$ cat config.mk
export PLATFORM = sky130hd
export DESIGN_NAME = tag_beacon_tick_scheduler
export DESIGN_NICKNAME = d
export VERILOG_FILES = /design/src/rtl/tbts_pkg.sv /design/src/rtl/tbts_csr.sv /design/src/rtl/tbts_core.sv /design/src/rtl/tag_beacon_tick_scheduler.sv
export SDC_FILE = /design/constraint.sdc
export NUM_CORES = 1
export LEC_CHECK = 0
export BUFFER_PORTS_ARGS = -buffer_cell sky130_fd_sc_hd__buf_2
export CAP_MARGIN = 15
export CORE_ASPECT_RATIO = 1.1
export CORE_MARGIN = 5
export CORE_UTILIZATION = 55
export CTS_CLUSTER_SIZE = 14
export DETAILED_ROUTE_END_ITERATION = 6
export HOLD_SLACK_MARGIN = 0.12
export PLACE_DENSITY = 0.72
export RECOVER_POWER = 100
export SLEW_MARGIN = 15
export SYNTH_ARGS = -nofsm -noshare
export SYNTH_HDL_FRONTEND = slang
export SYNTH_HIERARCHICAL = 1
export SYNTH_SLANG_ARGS = --single-unit
$ cat constraint.sdc
create_clock -name clock -period 6.5 [get_ports clock]
set_input_delay 0.975 -clock clock [delete_from_list [all_inputs] [get_ports clock]]
set_output_delay 0.975 -clock clock [all_outputs]
set_load 0.01 [all_outputs]
$ cat src/rtl/tbts_pkg.sv
package tbts_pkg;

   localparam int CSR_INDEX_W = 3;
   localparam int CSR_DATA_W  = 16;

   localparam logic [7:0]  BATTERY_EVERY      = 8'd15;
   localparam logic [7:0]  INFO_EVERY         = 8'd15;
   localparam logic [3:0]  STARTUP_INFO_COUNT = 4'd3;

   localparam logic [7:0]  NORMAL_BC_PERIOD_RST    = 8'd0;
   localparam logic [7:0]  SLEEP_BC_PERIOD_RST     = 8'd0;
   localparam logic [15:0] LED_RELOAD_TICKS_RST    = 16'd10;
   localparam logic [15:0] CHECK_RELOAD_TICKS_RST  = 16'd5;
   localparam logic [15:0] SLEEP_TIMEOUT_TICKS_RST = 16'd30;
   localparam logic        MOTION_SLEEP_ENABLE_RST = 1'b0;

   typedef enum logic [2:0] {
      CMD_TICK          = 3'd0,
      CMD_CLEAR_LED     = 3'd1,
      CMD_CLEAR_CHECK   = 3'd2,
      CMD_CLEAR_SLEEP   = 3'd3,
      CMD_RESTART_TMO   = 3'd4,
      CMD_FORCE_LED     = 3'd5,
      CMD_RELOAD_ALL    = 3'd6
   } command_type;

   typedef enum logic [CSR_INDEX_W-1:0] {
      REG_NORMAL_BC_PERIOD    = 3'd0,
      REG_SLEEP_BC_PERIOD     = 3'd1,
      REG_LED_RELOAD_TICKS    = 3'd2,
      REG_CHECK_RELOAD_TICKS  = 3'd3,
      REG_SLEEP_TIMEOUT_TICKS = 3'd4,
      REG_MOTION_SLEEP_ENABLE = 3'd5
   } csr_index_type;

   typedef struct packed {
      logic [2:0] command;
      logic       motion_seen;
   } req_word_type;

   typedef struct packed {
      logic info_packet;
      logic battery_packet;
      logic bc_packet;
      logic led_pending;
      logic check_pending;
      logic in_motion_sleep;
      logic motion_irq_enable;
   } rsp_word_type;

   typedef struct packed {
      logic [7:0]  normal_bc_period;
      logic [7:0]  sleep_bc_period;
      logic [15:0] led_reload_ticks;
      logic [15:0] check_reload_ticks;
      logic [15:0] sleep_timeout_ticks;
      logic        motion_sleep_enable;
   } cfg_type;

endpackage

$ cat src/rtl/tbts_csr.sv
module tbts_csr (
   input  logic                                clock,
   input  logic                                reset,
   input  logic                                csr_valid,
   input  logic [tbts_pkg::CSR_INDEX_W-1:0]    csr_index,
   input  logic [tbts_pkg::CSR_DATA_W-1:0]     csr_wdata,
   output tbts_pkg::cfg_type                   cfg
);

   tbts_pkg::cfg_type cfg_ff;

   always_ff @(posedge clock) begin
      if (reset) begin
         cfg_ff.normal_bc_period    <= tbts_pkg::NORMAL_BC_PERIOD_RST;
         cfg_ff.sleep_bc_period     <= tbts_pkg::SLEEP_BC_PERIOD_RST;
         cfg_ff.led_reload_ticks    <= tbts_pkg::LED_RELOAD_TICKS_RST;
         cfg_ff.check_reload_ticks  <= tbts_pkg::CHECK_RELOAD_TICKS_RST;
         cfg_ff.sleep_timeout_ticks <= tbts_pkg::SLEEP_TIMEOUT_TICKS_RST;
         cfg_ff.motion_sleep_enable <= tbts_pkg::MOTION_SLEEP_ENABLE_RST;
      end else if (csr_valid) begin
         case (csr_index)
            tbts_pkg::REG_NORMAL_BC_PERIOD: begin
               cfg_ff.normal_bc_period <= csr_wdata[7:0];
            end
            tbts_pkg::REG_SLEEP_BC_PERIOD: begin
               cfg_ff.sleep_bc_period <= csr_wdata[7:0];
            end
            tbts_pkg::REG_LED_RELOAD_TICKS: begin
               cfg_ff.led_reload_ticks <= csr_wdata;
            end
            tbts_pkg::REG_CHECK_RELOAD_TICKS: begin
               cfg_ff.check_reload_ticks <= csr_wdata;
            end
            tbts_pkg::REG_SLEEP_TIMEOUT_TICKS: begin
               cfg_ff.sleep_timeout_ticks <= csr_wdata;
            end
            tbts_pkg::REG_MOTION_SLEEP_ENABLE: begin
               cfg_ff.motion_sleep_enable <= csr_wdata[0];
            end
            default: begin
            end
         endcase
      end
   end

   assign cfg = cfg_ff;

endmodule

$ cat src/rtl/tbts_core.sv
module tbts_core (
   input  logic                   clock,
   input  logic                   reset,
   input  logic                   fire,
   input  tbts_pkg::req_word_type item,
   input  tbts_pkg::cfg_type      cfg,
   output tbts_pkg::rsp_word_type rsp
);

   logic [7:0]  normal_bc_left_ff, normal_bc_left_in;
   logic [7:0]  sleep_bc_left_ff, sleep_bc_left_in;
   logic [7:0]  battery_left_ff, battery_left_in;
   logic [7:0]  info_left_ff, info_left_in;
   logic [3:0]  startup_left_ff, startup_left_in;
   logic [15:0] led_left_ff, led_left_in;
   logic [15:0] check_left_ff, check_left_in;
   logic [15:0] timeout_left_ff, timeout_left_in;
   logic        led_flag_ff, led_flag_in;
   logic        check_flag_ff, check_flag_in;
   logic        sleep_flag_ff, sleep_flag_in;

   logic info, battery, bc, irq;

   always_comb begin
      normal_bc_left_in = normal_bc_left_ff;
      sleep_bc_left_in  = sleep_bc_left_ff;
      battery_left_in   = battery_left_ff;
      info_left_in      = info_left_ff;
      startup_left_in   = startup_left_ff;
      led_left_in       = led_left_ff;
      check_left_in     = check_left_ff;
      timeout_left_in   = timeout_left_ff;
      led_flag_in       = led_flag_ff;
      check_flag_in     = check_flag_ff;
      sleep_flag_in     = sleep_flag_ff;
      info              = 1'b0;
      battery           = 1'b0;
      bc                = 1'b0;
      irq               = 1'b0;

      case (item.command)
         tbts_pkg::CMD_TICK: begin
            // broadcast: fires when the decrement reaches zero
            if (sleep_flag_ff) begin
               if (cfg.sleep_bc_period != 8'd0) begin
                  sleep_bc_left_in = sleep_bc_left_ff - 8'd1;
                  if (sleep_bc_left_in == 8'd0) begin
                     bc               = 1'b1;
                     sleep_bc_left_in = cfg.sleep_bc_period;
                  end
               end
            end else begin
               if (cfg.normal_bc_period != 8'd0) begin
                  normal_bc_left_in = normal_bc_left_ff - 8'd1;
                  if (normal_bc_left_in == 8'd0) begin
                     bc                = 1'b1;
                     normal_bc_left_in = cfg.normal_bc_period;
                  end
               end
            end

            if (startup_left_ff != 4'd0) begin
               startup_left_in = startup_left_ff - 4'd1;
               info            = 1'b1;
            end

            if (battery_left_ff > 8'd1) begin
               battery_left_in = battery_left_ff - 8'd1;
            end else begin
               battery         = 1'b1;
               battery_left_in = tbts_pkg::BATTERY_EVERY;
               info_left_in    = info_left_ff - 8'd1;
               if (info_left_in == 8'd0) begin
                  battery      = 1'b0;
                  info         = 1'b1;
                  info_left_in = tbts_pkg::INFO_EVERY;
               end
            end

            if (led_left_ff > 16'd1) begin
               led_left_in = led_left_ff - 16'd1;
            end else begin
               led_flag_in = 1'b1;
               led_left_in = cfg.led_reload_ticks;
            end

            if (check_left_ff > 16'd1) begin
               check_left_in = check_left_ff - 16'd1;
            end else begin
               check_flag_in = 1'b1;
               check_left_in = cfg.check_reload_ticks;
            end

            if (cfg.motion_sleep_enable && !sleep_flag_ff) begin
               if (item.motion_seen) begin
                  timeout_left_in = cfg.sleep_timeout_ticks;
               end else if (timeout_left_ff > 16'd1) begin
                  timeout_left_in = timeout_left_ff - 16'd1;
               end else begin
                  timeout_left_in = 16'd0;
                  sleep_flag_in   = 1'b1;
                  irq             = 1'b1;
               end
            end
         end
         tbts_pkg::CMD_CLEAR_LED: begin
            led_flag_in = 1'b0;
         end
         tbts_pkg::CMD_CLEAR_CHECK: begin
            check_flag_in = 1'b0;
         end
         tbts_pkg::CMD_CLEAR_SLEEP: begin
            sleep_flag_in = 1'b0;
         end
         tbts_pkg::CMD_RESTART_TMO: begin
            timeout_left_in = cfg.sleep_timeout_ticks;
         end
         tbts_pkg::CMD_FORCE_LED: begin
            led_left_in = 16'd1;
         end
         tbts_pkg::CMD_RELOAD_ALL: begin
            normal_bc_left_in = cfg.normal_bc_period;
            sleep_bc_left_in  = cfg.sleep_bc_period;
            battery_left_in   = tbts_pkg::BATTERY_EVERY;
            info_left_in      = tbts_pkg::INFO_EVERY;
            startup_left_in   = tbts_pkg::STARTUP_INFO_COUNT;
            led_left_in       = cfg.led_reload_ticks;
            check_left_in     = cfg.check_reload_ticks;
            if (cfg.motion_sleep_enable) begin
               timeout_left_in = cfg.sleep_timeout_ticks;
            end
         end
         default: begin
         end
      endcase
   end

   always_ff @(posedge clock) begin
      if (reset) begin
         normal_bc_left_ff <= tbts_pkg::NORMAL_BC_PERIOD_RST;
         sleep_bc_left_ff  <= tbts_pkg::SLEEP_BC_PERIOD_RST;
         battery_left_ff   <= tbts_pkg::BATTERY_EVERY;
         info_left_ff      <= tbts_pkg::INFO_EVERY;
         startup_left_ff   <= tbts_pkg::STARTUP_INFO_COUNT;
         led_left_ff       <= tbts_pkg::LED_RELOAD_TICKS_RST;
         check_left_ff     <= tbts_pkg::CHECK_RELOAD_TICKS_RST;
         timeout_left_ff   <= 16'd0;
         led_flag_ff       <= 1'b0;
         check_flag_ff     <= 1'b0;
         sleep_flag_ff     <= 1'b0;
      end else if (fire) begin
         normal_bc_left_ff <= normal_bc_left_in;
         sleep_bc_left_ff  <= sleep_bc_left_in;
         battery_left_ff   <= battery_left_in;
         info_left_ff      <= info_left_in;
         startup_left_ff   <= startup_left_in;
         led_left_ff       <= led_left_in;
         check_left_ff     <= check_left_in;
         timeout_left_ff   <= timeout_left_in;
         led_flag_ff       <= led_flag_in;
         check_flag_ff     <= check_flag_in;
         sleep_flag_ff     <= sleep_flag_in;
      end
   end

   assign rsp.info_packet       = info;
   assign rsp.battery_packet    = battery;
   assign rsp.bc_packet         = bc;
   assign rsp.led_pending       = led_flag_in;
   assign rsp.check_pending     = check_flag_in;
   assign rsp.in_motion_sleep   = sleep_flag_in;
   assign rsp.motion_irq_enable = irq;

   a_nontick_quiet: assert property (@(posedge clock) disable iff (reset)
      (fire && item.command != tbts_pkg::CMD_TICK) |->
      !(info || battery || bc || irq))
      else $error("packet flags raised on a non-tick word");

   a_irq_on_entry: assert property (@(posedge clock) disable iff (reset)
      (fire && irq) |=> (sleep_flag_ff && !$past(sleep_flag_ff)))
      else $error("motion irq without entry to sleep");

   a_clear_led: assert property (@(posedge clock) disable iff (reset)
      (fire && item.command == tbts_pkg::CMD_CLEAR_LED) |=> !led_flag_ff)
      else $error("led flag survived a clear");

   a_idle_hold: assert property (@(posedge clock) disable iff (reset)
      !fire |=> ($stable(led_left_ff) && $stable(battery_left_ff)
                 && $stable(timeout_left_ff)))
      else $error("counter moved without a word");

endmodule

$ cat src/rtl/tag_beacon_tick_scheduler.sv
// channel   direction   handshake            payload
// req       in          req_valid/req_ready  req_word  (command, motion_seen)
// rsp       out         rsp_valid/rsp_ready  rsp_word  (packet and status flags)
// csr       in          csr_valid/csr_ready  csr_index, csr_wdata
//
// One word per cycle sustained while rsp is not stalled; a word passes through the input register
// and leaves through the result register.
// The counter update is a single decrement-and-compare per counter.
// Reset is synchronous; no clearing pass.
// A stalled rsp holds one result and the input register one more word;
// csr writes are always taken.
module tag_beacon_tick_scheduler (
   input  logic                                clock,
   input  logic                                reset,
   input  logic                                req_valid,
   output logic                                req_ready,
   input  tbts_pkg::req_word_type              req_word,
   output logic                                rsp_valid,
   input  logic                                rsp_ready,
   output tbts_pkg::rsp_word_type              rsp_word,
   input  logic                                csr_valid,
   output logic                                csr_ready,
   input  logic [tbts_pkg::CSR_INDEX_W-1:0]    csr_index,
   input  logic [tbts_pkg::CSR_DATA_W-1:0]     csr_wdata
);

   tbts_pkg::cfg_type      cfg;
   tbts_pkg::req_word_type in_word_ff;
   tbts_pkg::rsp_word_type out_word_ff, out_word_in;
   logic                   in_valid_ff;
   logic                   out_valid_ff;
   logic                   fire;

   assign fire      = in_valid_ff && (!out_valid_ff || rsp_ready);
   assign req_ready = !in_valid_ff || fire;
   assign csr_ready = 1'b1;

   tbts_csr u_csr (
      .clock     (clock),
      .reset     (reset),
      .csr_valid (csr_valid),
      .csr_index (csr_index),
      .csr_wdata (csr_wdata),
      .cfg       (cfg)
   );

   tbts_core u_core (
      .clock (clock),
      .reset (reset),
      .fire  (fire),
      .item  (in_word_ff),
      .cfg   (cfg),
      .rsp   (out_word_in)
   );

   always_ff @(posedge clock) begin
      if (reset) begin
         in_valid_ff  <= 1'b0;
         out_valid_ff <= 1'b0;
      end else begin
         if (req_ready) begin
            in_valid_ff <= req_valid;
         end
         if (fire) begin
            out_valid_ff <= 1'b1;
         end else if (rsp_ready) begin
            out_valid_ff <= 1'b0;
         end
      end
   end

   always_ff @(posedge clock) begin
      if (req_valid && req_ready) begin
         in_word_ff <= req_word;
      end
      if (fire) begin
         out_word_ff <= out_word_in;
      end
   end

   assign rsp_valid = out_valid_ff;
   assign rsp_word  = out_word_ff;

endmodule

=== Word-level counts from Yosys, hierarchy flattened ===
Cells that the tools add are included.

* Input bits: 28
* Register bits: 165

* Eq/ne operators: 19
* Add/subtract/negate cells: 8
* Bitwise gates (word level): 2
* Magnitude comparators: 4
* Reductions and logical operators: 35
* Muxes and demuxes: 44

{| class="wikitable"
|+ Operators with widths
! operator !! number
|-
| $mux W16 || 6
|-
| $pmux W16 S3 || 2
|-
| $mux W8 || 9
|-
| $pmux W8 S2 || 4
|-
| $gt A16 B1 Y1 const B || 3
|-
| $sub A16 B1 Y16 const B || 3
|-
| $pmux W16 S2 || 1
|-
| $sub A8 B1 Y8 const B || 4
|-
| $logic_not A8 Y1 || 3
|-
| $mux W1 || 17
|-
| $reduce_and A2 Y1 || 8
|-
| $reduce_bool A8 Y1 || 2
|-
| $eq A3 B3 Y1 const B || 5
|-
| $eq A3 B2 Y1 const B || 4
|-
| $reduce_and A4 Y1 || 3
|-
| $ne A2 B1 Y1 const B || 5
|-
| $gt A8 B1 Y1 const B || 1
|-
| $pmux W4 S2 || 1
|-
| $eq A3 B1 Y1 const B || 2
|-
| $logic_not A3 Y1 || 2
|-
| $ne A2 B2 Y1 const B || 3
|-
| $pmux W1 S2 || 3
|-
| $reduce_and A3 Y1 || 2
|-
| $reduce_bool A3 Y1 || 2
|-
| 10 further kinds || 17
|}

=== Depth between registers and ports, before layout ===
* Word-level depth: 6
* Gate-level depth with buffers: 10
* Depth with buffers taken out: 7

=== Cells and area by module ===
Netlist, hierarchy kept.

{| class="wikitable"
|+ By module, submodules not included
! module !! instances !! area an instance (sq um) !! cells each !! seq. area each (sq um)
|-
| tbts_core || 1 || 5,785.5 || 735 || 1,741.7
|-
| tbts_csr || 1 || 2,621.3 || 241 || 1,301.2
|-
| tag_beacon_tick_scheduler || 1 || 445.4 || 23 || 370.4
|}

=== Worst setup path before layout ===
OpenSTA, ideal clock, no wires.

* Path kind: input-to-reg
* Start point: in rsp_ready
* End point: reg u_core.timeout_left_ff[11]
* Required time: 6.383 ns
* Slack: 3.801 ns
* Setup time: 0.117 ns
* Data arrival time: 2.581 ns
* Cell stages on the path: 10
* Cell sequence: nand2b_1 -> and2_2 -> nand2b_1 -> clkbuf_1 -> inv_1 -> nand2b_1 -> buf_2 -> buf_1 -> nor2_1 -> a32o_1

* Cells in the longest elaborated chain, start to end: 3

{| class="wikitable"
|+ Ends and longest elaborated chain
! item !! RTL line !! text
|-
| from (decl) || tag_beacon_tick_scheduler.sv:19 || <nowiki>input logic rsp_ready,</nowiki>
|-
| $logic_or A1 B1 Y1 || tag_beacon_tick_scheduler.sv:34 || <nowiki>assign fire = in_valid_ff && (!out_valid_ff || rsp_ready);</nowiki>
|-
| $logic_and A1 B1 Y1 || tag_beacon_tick_scheduler.sv:34 ||
|-
| net fire || tag_beacon_tick_scheduler.sv:32 || <nowiki>logic fire;</nowiki>
|-
| $reduce_and A4 Y1 (no source line) || -- ||
|-
| to (signal assigned) || tbts_core.sv:159 || <nowiki>timeout_left_ff <= timeout_left_in;</nowiki>
|-
| to (decl) || tbts_core.sv:17 || <nowiki>logic [15:0] timeout_left_ff, timeout_left_in;</nowiki>
|}

The timed path passes the listed nets, and every way through them passes these cells.
A chain may end at the register's enable or synchronous reset.

=== Final worst setup path ===
* Start point: in rsp_ready
* End point: reg u_core.sleep_bc_left_ff[0]

* Cells in the longest elaborated chain, start to end: 3

{| class="wikitable"
|+ Ends and longest elaborated chain
! item !! RTL line !! text
|-
| $logic_or A1 B1 Y1 || tag_beacon_tick_scheduler.sv:34 ||
|-
| $logic_and A1 B1 Y1 || tag_beacon_tick_scheduler.sv:34 ||
|-
| net fire || tag_beacon_tick_scheduler.sv:32 ||
|-
| $reduce_and A4 Y1 (no source line) || -- ||
|-
| to (signal assigned) || tbts_core.sv:141 || <nowiki>sleep_bc_left_ff <= tbts_pkg::SLEEP_BC_PERIOD_RST;</nowiki>
|-
| to (signal assigned) || tbts_core.sv:153 || <nowiki>sleep_bc_left_ff <= sleep_bc_left_in;</nowiki>
|-
| to (decl) || tbts_core.sv:11 || <nowiki>logic [7:0] sleep_bc_left_ff, sleep_bc_left_in;</nowiki>
|}

The timed path passes the listed nets, and every way through them passes these cells.

==> impl_results.md <==
* Ratio of cells with drive above 1 in the final layout at 0.0916
* Worst slew pin tran at ~2.1 ns
* Clk Latency, worst-skew pair at between 0.4 and 0.5 ns
* Max Freq at around 270 MHz
* #FFs+latches synth at 165
* Post-synthesis instance area at 0.00885 mm^2
* Hold Crit Class: flop to flop
* Vias in the first global route at about 7,000
* Tcrit/Tclk final at 0.572
* Worst r2r src: rsp_valid
* Status: finished with violations
* Detailed Route Iter0 Violations at ~700
* Ys async rst share at 0
* Hold worst-path end: rsp_valid
* Leak at 3.67 nW
* Avg WL per Cell at ~18 um
* Slew Viols, Final at 71
* Main synth FF type: dfxtp_1
* Initial antenna violation count at 0
* Hold path start: in_valid_ff
* Area Growth Syn to Fin at 7.04%
* Count of different cell masters after synthesis at between 80 and 90
* Global route total overflow at 0
* Hold buffers post-CTS at 0
* # rows at 48
* Routed WL at 21.9 mm
* Setup Viol. Count Final at 0
* Die Y at roughly 140 um
* CTS resizes at 0
* Htree depth at 4
* Reg2reg path depth at 7
* Startpoint types: input port
* Residual DRC at 0
* Setup TNS at 0 ns
* RR Endpoint: u_core/sleep_bc_left_ff[0]
* Pre-antenna DRT Iters at 5
* Core Area at ~0.016 mm^2
* Worst setup EP type: flop
* Clock skew at 0.00882 ns
* Overall routing resource usage at 0.237
* Sequential share of the synthesized area at 0.386
* PwrDens at 234 mW/mm^2
* Initial Util at 0.563
* Synth warn at 6
* VDD IR max at 178 uV
* Net Count, Synth at about 1,000
* Post-synth EDFFs at 11
* TritonCTS clock tree: yes
* CP max FO at 27
* Syn avg cell area at 8.86 um^2
* Worst Path Arrival at 4.06 ns
* Final ANT Viol Nets at 0
* Vias at 7,512
* Clock root buffer master: clkbuf_16
* RSZ-0062 raised after global routing: no
* DP Wirelength at 14.8 mm
* Relative slew slack at -0.402
* Min Tclk post-route at 3.72 ns
* Via density at just over 6
* Horiz. Die Dim at between 100 and 150 um
* CTS sink count at 165
* I/O pins at 38
* Max Buffers Root-to-Sink at 2
* Antenna cells at 0
* Hold Vio Cnt, Final at 0
* Share of the synthesized area in the top cell type at 0.348
* Hold Path Depth at 2
* Clk slew on worst S/H paths at 0.06 ns
* Worst setup path class: input port to flop
* Flop2flop setup slack at 3.11 ns
* CTS buffer count at 17
* Final core utilization at 0.602
* Worst EP required at 6.84 ns
* GPL Wtd Cong at 0.935
* Die area at 0.0187 mm^2
* Top cell type by total area after synthesis: dfxtp_1
* Failing checks: max-capacitance violations, max-slew violations
* Gate Count Post-Synth at around 1,000
* Synth top area cells: dfxtp_1 35%, mux2i_1 8.4%, nand2b_1 5.5%, edfxtp_1 3.7%, nor2_1 3.1%
* PortBufs at 36
* Max Cap Viol at 2
* Largest net degree at the start of global routing at 94
* First-pass GRT wire length at ~35 mm
* Final nets at 1,035
* Setup Fix Bufs, Post-CTS at 0
==> area by class of cell <==
class / instances / area, um^2
tap: 200 / 250
sequential: 165 / 3410
inverter: 38 / 143
clock buffer: 21 / 460
multi-input combinational: 728 / 4920
fill: 1430 / 6260
timing repair buffer: 42 / 210
clock inverter: 10 / 81.3
==> synth_stat cells (all sizes together), types with 12 or more instances <==
cell,count
a221oi,14
buf,26
xor2,12
nor3,36
nand4,12
nor4,19
o21ai,47
or4,13
nor2,74
mux2i,74
inv,37
a31oi,16
nand2,52
clkbuf,42
nand2b,78
dfxtp,154
a21oi,51
ha,15
or3,17
nand3,24
==> critical path, stage by stage <==
cell and delay (ns):
buf_2 0.08, nand2b_1 0.11, and2_0 0.78, nand2b_1 0.42
a21oi_4 0.64, o21ai_0 0.42, or3_1 0.45, a31oi_1 0.17
==> report_power, final <==
part           internal (mW)  leakage [nW]  switching (mW)  total (mW)
clock network          0.542         0.277           0.402       0.944
registers               1.04          1.35          0.0240        1.07
logic                 0.0758          2.04           0.129       0.205
==> cell usage in the layout (no fill, tap or decap), drive strengths merged, types with 16 or more instances in the layout <==
cell type  Yosys  final
dfxtp        154    154
nand2b        78     78
nor2          74     74
mux2i         74     74
nand2         52     52
a21oi         51     51
o21ai         47     47
inv           37     39
nor3          36     36
clkbuf        42     33
buf           26     30
nand3         24     24
nor4          19     19
or3           17     17
a31oi         16     16
==> layer usage <==
layer,vias up,share of wire,GRT usage,wire length [um]
li1,3667,-,-,-
met1,3628,0.47,0.333,10300
met2,186,0.47,0.372,10300
met3,31,0.046,0.0426,1020
met4,0,0.015,0.0671,325
met5,-,0,0,0
==> worst max-delay path by stage <==
stage	start	end	slack (ns)	cells after the start
after detailed placement	rsp_ready	u_core/sleep_bc_left_ff[0]	2.94	8
after global placement	rsp_ready	u_core/normal_bc_left_ff[0]	3.03	8
after CTS	rsp_ready	u_core/sleep_bc_left_ff[0]	3.39	8
after global routing	rsp_ready	u_core/normal_bc_left_ff[0]	2.49	8
final	rsp_ready	u_core/sleep_bc_left_ff[0]	2.78	8
after floorplan	rsp_ready	u_core/timeout_left_ff[11]	3.80	10
==> state kept, by name, indices dropped and copies added (netlist names), 4 cells and up <==
signal                    flops
u_core/normal_bc_left_ff      8
u_core/info_left_ff           8
u_core/battery_left_ff        8
u_core/check_left_ff         16
u_core/startup_left_ff        4
u_core/timeout_left_ff       16
u_core/sleep_bc_left_ff       8
rsp_word                      7
u_csr/cfg                    65
u_core/led_left_ff           16
in_word_ff                    4
==> stage by stage <==
step	hold slack (ns)	cell area [um^2]	instances	power, mW	worst slack (ns)
after floorplan	0.437	8850	999	1.24	3.80
after global placement	0.459	8980	1173	1.29	3.03
after detailed placement	0.465	8980	1173	1.29	2.94
after CTS	0.474	9520	1204	2.23	3.39
after global routing	0.489	9480	1204	2.30	2.49
final	0.474	9480	1204	2.22	2.78
==> logic make-up (layout without fill, tap and decap cells) <==
group                      Yosys count  after routing  synth area share
and+or+nand+nor                    385            385             0.250
AOI/OAI and AO/OA                  231            231             0.182
DFF                                165            165             0.386
buffers and inverters              106            111            0.0554
muxes                               76             76            0.0862
xor gates and xnor gates            20             20            0.0198
adders and majority gates           15             15            0.0212
other                                1              1          0.000424
(Power assumes the default switching activity.)
